<file path="config.mk">
export PLATFORM = sky130hd
export DESIGN_NAME = fbrr_ctrl
export DESIGN_NICKNAME = d
export VERILOG_FILES = /design/src/sv/fbrr_pkg.sv /design/src/sv/fbrr_ctrl.sv
export SDC_FILE = /design/constraint.sdc
export NUM_CORES = 1
export LEC_CHECK = 0
export BUFFER_PORTS_ARGS = -buffer_cell sky130_fd_sc_hd__buf_2
export CORE_MARGIN = 4
export CORE_UTILIZATION = 39
export CTS_CLUSTER_SIZE = 25
export DETAILED_ROUTE_END_ITERATION = 7
export PLACE_DENSITY = 0.78
export SLEW_MARGIN = 10
export SYNTH_ARGS = -nofsm -noshare
export SYNTH_HDL_FRONTEND = slang
export SYNTH_SLANG_ARGS = --single-unit
export TNS_END_PERCENT = 100
</file>
<file path="constraint.sdc">
create_clock -name aclk -period 1.4 [get_ports aclk]
set_input_delay 0.28 -clock aclk [delete_from_list [all_inputs] [get_ports aclk]]
set_output_delay 0.28 -clock aclk [all_outputs]
set_load 0.05 [all_outputs]
</file>
<file path="src/sv/fbrr_pkg.sv">
`timescale 1ns / 1ps
// Shared types, codes and the sine table of the framebuffer region rotator.
// Used by the controller, the datapath and the top level; depends on nothing.
package fbrr_pkg;

    typedef enum logic [3:0] {
        ST_CLEAR,
        ST_IDLE,
        ST_DISPATCH,
        ST_READ_WAIT,
        ST_COPY,
        ST_DRAIN,
        ST_PIX_FETCH,
        ST_PIX_TEST,
        ST_PIX_SUM,
        ST_PIX_READ,
        ST_PIX_WRITE,
        ST_RESULT
    } state_t;

    localparam logic [1:0] REQ_WRITE  = 2'd0;
    localparam logic [1:0] REQ_READ   = 2'd1;
    localparam logic [1:0] REQ_ROTATE = 2'd2;

    localparam logic [1:0] CFG_CENTER_X = 2'd0;
    localparam logic [1:0] CFG_CENTER_Y = 2'd1;
    localparam logic [1:0] CFG_RADIUS   = 2'd2;
    localparam logic [1:0] CFG_ANGLE    = 2'd3;

    typedef struct packed {
        logic clear_step;
        logic capture;
        logic acc_write;
        logic acc_read;
        logic read_latch;
        logic setup;
        logic copy_step;
        logic pix_mult;
        logic pix_sum;
        logic pix_read;
        logic pix_write;
        logic pix_advance;
        logic load_result;
    } cmd_t;

    typedef struct packed {
        logic sweep_last;
        logic req_write;
        logic req_read;
        logic req_rotate;
        logic region_empty;
        logic bit_set;
        logic dest_ok;
        logic pix_last;
        logic out_free;
    } status_t;

    localparam logic [14:0] SIN_Q14 [0:90] = '{
        15'd0, 15'd286, 15'd572, 15'd857, 15'd1143, 15'd1428, 15'd1713, 15'd1997,
        15'd2280, 15'd2563, 15'd2845, 15'd3126, 15'd3406, 15'd3686, 15'd3964,
        15'd4240, 15'd4516, 15'd4790, 15'd5063, 15'd5334, 15'd5604, 15'd5872,
        15'd6138, 15'd6402, 15'd6664, 15'd6924, 15'd7182, 15'd7438, 15'd7692,
        15'd7943, 15'd8192, 15'd8438, 15'd8682, 15'd8923, 15'd9162, 15'd9397,
        15'd9630, 15'd9860, 15'd10087, 15'd10311, 15'd10531, 15'd10749, 15'd10963,
        15'd11174, 15'd11381, 15'd11585, 15'd11786, 15'd11982, 15'd12176, 15'd12365,
        15'd12551, 15'd12733, 15'd12911, 15'd13085, 15'd13255, 15'd13421, 15'd13583,
        15'd13741, 15'd13894, 15'd14044, 15'd14189, 15'd14330, 15'd14466, 15'd14598,
        15'd14726, 15'd14849, 15'd14968, 15'd15082, 15'd15191, 15'd15296, 15'd15396,
        15'd15491, 15'd15582, 15'd15668, 15'd15749, 15'd15826, 15'd15897, 15'd15964,
        15'd16026, 15'd16083, 15'd16135, 15'd16182, 15'd16225, 15'd16262, 15'd16294,
        15'd16322, 15'd16344, 15'd16362, 15'd16374, 15'd16382, 15'd16384
    };

    // Sine in Q2.14 of a whole angle from 0 to 359 degrees.
    function automatic logic signed [15:0] sine_deg(input logic [8:0] a);
        logic [8:0] i;
        logic signed [15:0] v;
        if (a <= 9'd90) begin
            i = a;
            v = 16'(SIN_Q14[i[6:0]]);
        end else if (a <= 9'd180) begin
            i = 9'd180 - a;
            v = 16'(SIN_Q14[i[6:0]]);
        end else if (a <= 9'd270) begin
            i = a - 9'd180;
            v = 16'd0 - 16'(SIN_Q14[i[6:0]]);
        end else begin
            i = 9'd360 - a;
            v = 16'd0 - 16'(SIN_Q14[i[6:0]]);
        end
        return v;
    endfunction

endpackage

</file>
<file path="src/sv/fbrr_ctrl.sv">
`timescale 1ns / 1ps
// Controller state machine of the framebuffer region rotator.
// Depends on fbrr_pkg; drives the datapath through cmd_t and reads status_t.
module fbrr_ctrl (
    input  logic             aclk,
    input  logic             aresetn,
    input  logic             s_tvalid,
    output logic             s_tready,
    output fbrr_pkg::cmd_t    cmd,
    input  fbrr_pkg::status_t status
);
    import fbrr_pkg::*;

    state_t state_reg;
    state_t state_next;

    always_ff @(posedge aclk) begin
        if (!aresetn) begin
            state_reg <= ST_CLEAR;
        end else begin
            state_reg <= state_next;
        end
    end

    always_comb begin
        state_next = state_reg;
        unique case (state_reg)
            ST_CLEAR: begin
                if (status.sweep_last) state_next = ST_IDLE;
            end
            ST_IDLE: begin
                if (s_tvalid) state_next = ST_DISPATCH;
            end
            ST_DISPATCH: begin
                if (status.req_read) state_next = ST_READ_WAIT;
                else if (status.req_rotate) state_next = ST_COPY;
                else state_next = ST_RESULT;
            end
            ST_READ_WAIT: state_next = ST_RESULT;
            ST_COPY: begin
                if (status.sweep_last) state_next = ST_DRAIN;
            end
            ST_DRAIN: begin
                if (status.region_empty) state_next = ST_RESULT;
                else state_next = ST_PIX_FETCH;
            end
            ST_PIX_FETCH: state_next = ST_PIX_TEST;
            ST_PIX_TEST: begin
                if (status.bit_set) state_next = ST_PIX_SUM;
                else if (status.pix_last) state_next = ST_RESULT;
                else state_next = ST_PIX_FETCH;
            end
            ST_PIX_SUM: state_next = ST_PIX_READ;
            ST_PIX_READ: begin
                if (status.dest_ok) state_next = ST_PIX_WRITE;
                else if (status.pix_last) state_next = ST_RESULT;
                else state_next = ST_PIX_FETCH;
            end
            ST_PIX_WRITE: begin
                if (status.pix_last) state_next = ST_RESULT;
                else state_next = ST_PIX_FETCH;
            end
            ST_RESULT: begin
                if (status.out_free) state_next = ST_IDLE;
            end
            default: state_next = ST_CLEAR;
        endcase
    end

    always_comb begin
        cmd = '0;
        s_tready = 1'b0;
        unique case (state_reg)
            ST_CLEAR: cmd.clear_step = 1'b1;
            ST_IDLE: begin
                s_tready = 1'b1;
                cmd.capture = s_tvalid;
            end
            ST_DISPATCH: begin
                cmd.acc_write = status.req_write;
                cmd.acc_read = status.req_read;
                cmd.setup = status.req_rotate;
            end
            ST_READ_WAIT: cmd.read_latch = 1'b1;
            ST_COPY: cmd.copy_step = 1'b1;
            ST_DRAIN: begin
            end
            ST_PIX_FETCH: begin
            end
            ST_PIX_TEST: begin
                cmd.pix_mult = status.bit_set;
                cmd.pix_advance = !status.bit_set;
            end
            ST_PIX_SUM: cmd.pix_sum = 1'b1;
            ST_PIX_READ: begin
                cmd.pix_read = status.dest_ok;
                cmd.pix_advance = !status.dest_ok;
            end
            ST_PIX_WRITE: begin
                cmd.pix_write = 1'b1;
                cmd.pix_advance = 1'b1;
            end
            ST_RESULT: cmd.load_result = status.out_free;
            default: begin
            end
        endcase
    end

endmodule

</file>
==> flow_metrics.env, run 1 <==
export IMPL_num_rows=12
export IMPL_lastStage="5_1_grt"
export IMPL_synth_edf_count=0
export IMPL_clockBufferDepth=2
export IMPL_dp_slack_ps=-188
export IMPL_status="did not finish"
export IMPL_synthFlopType="dfxtp_1"
export IMPL_dp_hpwl_um=1410
export IMPL_synth_warnings=0
export IMPL_async_flop_share_pct=0
export IMPL_cts_buffers=3
export IMPL_stop_error="[ERROR DPL-0038] Utilization greater than 100%, impossible to legalize"
export IMPL_grt_max_degree=14
export IMPL_hold_buffers=0
export IMPL_ctsRootBufferMaster="clkbuf_4"
export IMPL_pin_count=26
export IMPL_worstEpCategory="top-level output"
export IMPL_port_buffers=25
export IMPL_clock_sinks=4
export IMPL_ys_seq_elements=4
export IMPL_syn_area_per_cell_um2=6.58
export IMPL_yosysSeqAreaShare_pct=15.8
export IMPL_start_util_pct=43.3
export IMPL_syn_num_nets=89
export IMPL_gp_congestion=0.888
export IMPL_syn_area_um2=507
export IMPL_h_tree_depth=1
export IMPL_synthCells=77
export IMPL_die_w_um=44.0
export IMPL_synth_distinct_cells=31
export IMPL_fp_dieH_um=44.0
export IMPL_worst_endpoint="cmd[1]"
==> synthesized netlist by cell type (2+ instances only) <==
master	count	area, µm²
a21oi_1	7	35.0
inv_1	5	18.8
buf_2	2	10.0
clkbuf_1	2	7.51
nand2_1	3	11.3
o21ai_0	6	30.0
and2_1	4	25.0
nor4_1	2	12.5
buf_6	2	22.5
nor2_1	5	18.8
nor2b_1	3	18.8
nand2b_1	4	25.0
dfxtp_1	4	80.1
nor3_1	11	55.1
==> stage by stage <==
step           cells  area [µm²]  setup TNS, ps  utilization (%)
2_1_floorplan     77         663          -1250                -
3_3_place_gp     130         886          -1090             75.6
3_5_place_dp     130         886          -1340             75.6
4_1_cts          138        1130          -2260             96.6
==> logic make-up after synthesis <==
logic type | count (synthesis) | share of synthesized area (%)
compound gates | 23 | 29.6
flops | 4 | 15.8
buf+inv | 12 | 13.1
simple gates | 38 | 41.5
==> timing repair <==
| item | 4_1_cts |
|---|---|
| setup endpoints to repair | 16 |
| pin swaps | 8 |
| gates resized for setup | 55 |
| buffers inserted | 5 |
==> inputs of run 2 (changes only) <==
--- a/config.mk
+++ b/config.mk
@@ -6,11 +6,10 @@
 export NUM_CORES = 1
 export LEC_CHECK = 0
 export BUFFER_PORTS_ARGS = -buffer_cell sky130_fd_sc_hd__buf_2
-export CORE_MARGIN = 4
-export CORE_UTILIZATION = 39
-export CTS_CLUSTER_SIZE = 25
+export CORE_AREA = 4 4 65 67
 export DETAILED_ROUTE_END_ITERATION = 7
-export PLACE_DENSITY = 0.78
+export DIE_AREA = 0 0 69 71
+export PLACE_DENSITY_LB_ADDON = 0.15
 export SLEW_MARGIN = 10
 export SYNTH_ARGS = -nofsm -noshare
 export SYNTH_HDL_FRONTEND = slang
==> constraint.sdc (replaced) <==
create_clock -name aclk -period 1.8 [get_ports aclk]
set_input_delay 0.36 -clock aclk [delete_from_list [all_inputs] [get_ports aclk]]
set_output_delay 0.36 -clock aclk [all_outputs]
set_load 0.05 [all_outputs]
==> run 2 against run 1 <==
Effect of this change:
- the flow now finishes without violations
- synthesized area stayed put
- synthesized cell count stayed put
==> flow_metrics.env, run 2 <==
export IMPL_arrival_ps=1370
export IMPL_grt_pass1_wl_um=3150
export IMPL_min_period_ps=1730
export IMPL_wl_per_cell_um=12.0
export IMPL_first_global_vias=689
export IMPL_drive_above_1_share_pct=52.3
export IMPL_dp_hpwl_um=1510
export IMPL_syn_area_per_cell_um2=6.58
export IMPL_dr_first_iter_drc_count=47
export IMPL_syn_area_um2=507
export IMPL_clock_sinks=4
export IMPL_postLayoutCellArea_um2=856
export IMPL_pin_count=26
export IMPL_first_pass_iters=4
export IMPL_setup_ws_ps=70.8
export IMPL_max_freq_mhz=578
export IMPL_max_cap_viol_count=0
export IMPL_num_antenna_cells=0
export IMPL_crit_path_max_fanout=4
export IMPL_drc_errors=0
export IMPL_clk_pin_slew_ps=30
export IMPL_avgViaCountPerCell=4.26
export IMPL_largest_register_ff_count=4
export IMPL_layout_nets=121
export IMPL_core_area_um2=3630
export IMPL_die_w_um=69
export IMPL_grt_max_degree=17
export IMPL_clk_latency_ps=210
export IMPL_fill_cells=414
export IMPL_hold_violations=0
export IMPL_tightestPinTransition_ps=269
export IMPL_track_usage_pct=8.00
export IMPL_yosys_area_top_type="dfxtp_1"
export IMPL_synth_most_common_cell="nor3_1"
export IMPL_path_class="flip-flop to primary output"
export IMPL_syn_to_final_growth_pct=68.9
export IMPL_place_area_um2=741
export IMPL_synth_warnings=0
export IMPL_rsz0062_at_grt="false"
export IMPL_cts_buffers=3
export IMPL_period_share_pct=96.1
export IMPL_vdd_drop_max_v=0.000329
export IMPL_synthFlopType="dfxtp_1"
export IMPL_synth_distinct_cells=31
export IMPL_synth_top_area_share_pct=15.8
export IMPL_start_util_pct=13.9
export IMPL_synth_edf_count=0
export IMPL_ant_nets=0
export IMPL_gp_congestion=0.814
export IMPL_antenna_found_initial=0
export IMPL_yosys_top_cells_count="11 x nor3_1, 7 x a21oi_1, 6 x o21ai_0"
export IMPL_tritoncts="done"
export IMPL_gr_total_overflow=0
export IMPL_wl_um=1870
export IMPL_hold_buffers=0
export IMPL_maxSlewHeadroom_pct=81.9
export IMPL_die_area_um2=4900
export IMPL_dp_slack_ps=50.6
export IMPL_via_count=661
export IMPL_status="completed"
export IMPL_finClkSkew_ps=4.22
export IMPL_cp_start_kind="flip-flop"
export IMPL_synth_area_top_cells="dfxtp_1 16%, nor3_1 11%, a21oi_1 6.9%"
export IMPL_crit_chain="nand2b_1 -> nor3_2 -> and2_1 -> buf_2"
export IMPL_clockBufferDepth=2
export IMPL_timing_reg2reg_worst_path_depth=6
export IMPL_pwr_density_cell_nw_per_um2=1240
export IMPL_syn_num_nets=89
export IMPL_cp_end_kind="primary output"
export IMPL_async_flop_share_pct=0
export IMPL_yosysSeqAreaShare_pct=15.8
export IMPL_ys_seq_elements=4
export IMPL_max_stage_delay_ps=320
export IMPL_cp_required_ps=1440
export IMPL_finalMaxSlewViolations=0
export IMPL_hp_class="input port to flip-flop"
export IMPL_leakage_nw=0.389
export IMPL_num_rows=22
export IMPL_crit_slowest_cell="dfxtp_2"
export IMPL_min_path_cells=2
export IMPL_layout_common_cells="17 x buf_2, 11 x buf_4, 7 x nor3_2, 6 x a21oi_1, 6 x o21ai_0"
export IMPL_fp_dieH_um=71
export IMPL_h_tree_depth=1
export IMPL_ctsRootBufferMaster="clkbuf_8"
export IMPL_finalSetupViolations=0
export IMPL_port_buffers=25
export IMPL_final_common_cell="buf_2"
export IMPL_synthCells=77
-- run 2: cell type report --
cell class                      instances  area [µm²]  share of cell area [%]
Inverter                                5        18.8                    2.19
Clock buffer                            3        41.3                    4.82
Tap cell                               48        60.1                    7.02
Multi-Input combinational cell         61         413                    48.2
Timing Repair Buffer                   34         235                    27.5
Sequential cell                         4        87.6                    10.2
-- run 2: repair_timing --
action,CTS,global route
endpoints found under the setup margin,12,11
gates cloned,0,0
setup buffers,0,1
endpoints found under the hold margin,0,0
pin swaps,0,1
resized for setup,13,11
-- run 2: critical path: cells and delay by family (launching register included) --
family,cells,cell delay (ps)
buffers and inverters,1,260
DFF,1,320
and+or+nand+nor,3,560
-- run 2: path summary, 6_finish.rpt --
kind                startpoint      endpoint  slack (ps)
setup / recovery  state_reg[0]        cmd[9]          70
hold / removal         aresetn  state_reg[3]         410
setup reg to reg  state_reg[1]  state_reg[2]         340
hold reg to reg   state_reg[2]  state_reg[3]         640
-- run 2: routing by layer --
metal  routed length, µm  vias to the layer above  track usage [%]
met1                 762                      311             8.63
met2                 997                       15             14.3
li1                    -                      335                -
met5                   0                        -                0
met4                   0                        0             3.04
met3                 106                        0             2.84
-- run 2: kinds of logic (layout without fill, tap and decap cells) --
group,after synthesis,count (layout),synth area share (%)
AO/OA/AOI/OAI,23,23,29.6
flip-flops,4,4,15.8
buffers and inverters,12,42,13.1
AND/OR/NAND/NOR,38,38,41.5
-- run 2: through the flow --
stage	hold WS (ps)	TNS, ps	utilization, %	instances	total power [mW]
after CTS	410	0	22.5	154	1.04
after detailed placement	635	0	20.4	151	0.815
after global placement	633	0	20.4	151	0.820
after floorplan	476	-455	-	77	0.662
after global routing	417	0	23.6	155	1.15
final	408	0	23.6	155	1.06
-- run 2: report_power, final --
group	total (mW)	internal [mW]	switching [mW]
registers	0.155	0.118	0.0369
clock network	0.185	0.142	0.0425
logic	0.721	0.267	0.454
No activity file was read; power rests on OpenSTA's default activity.
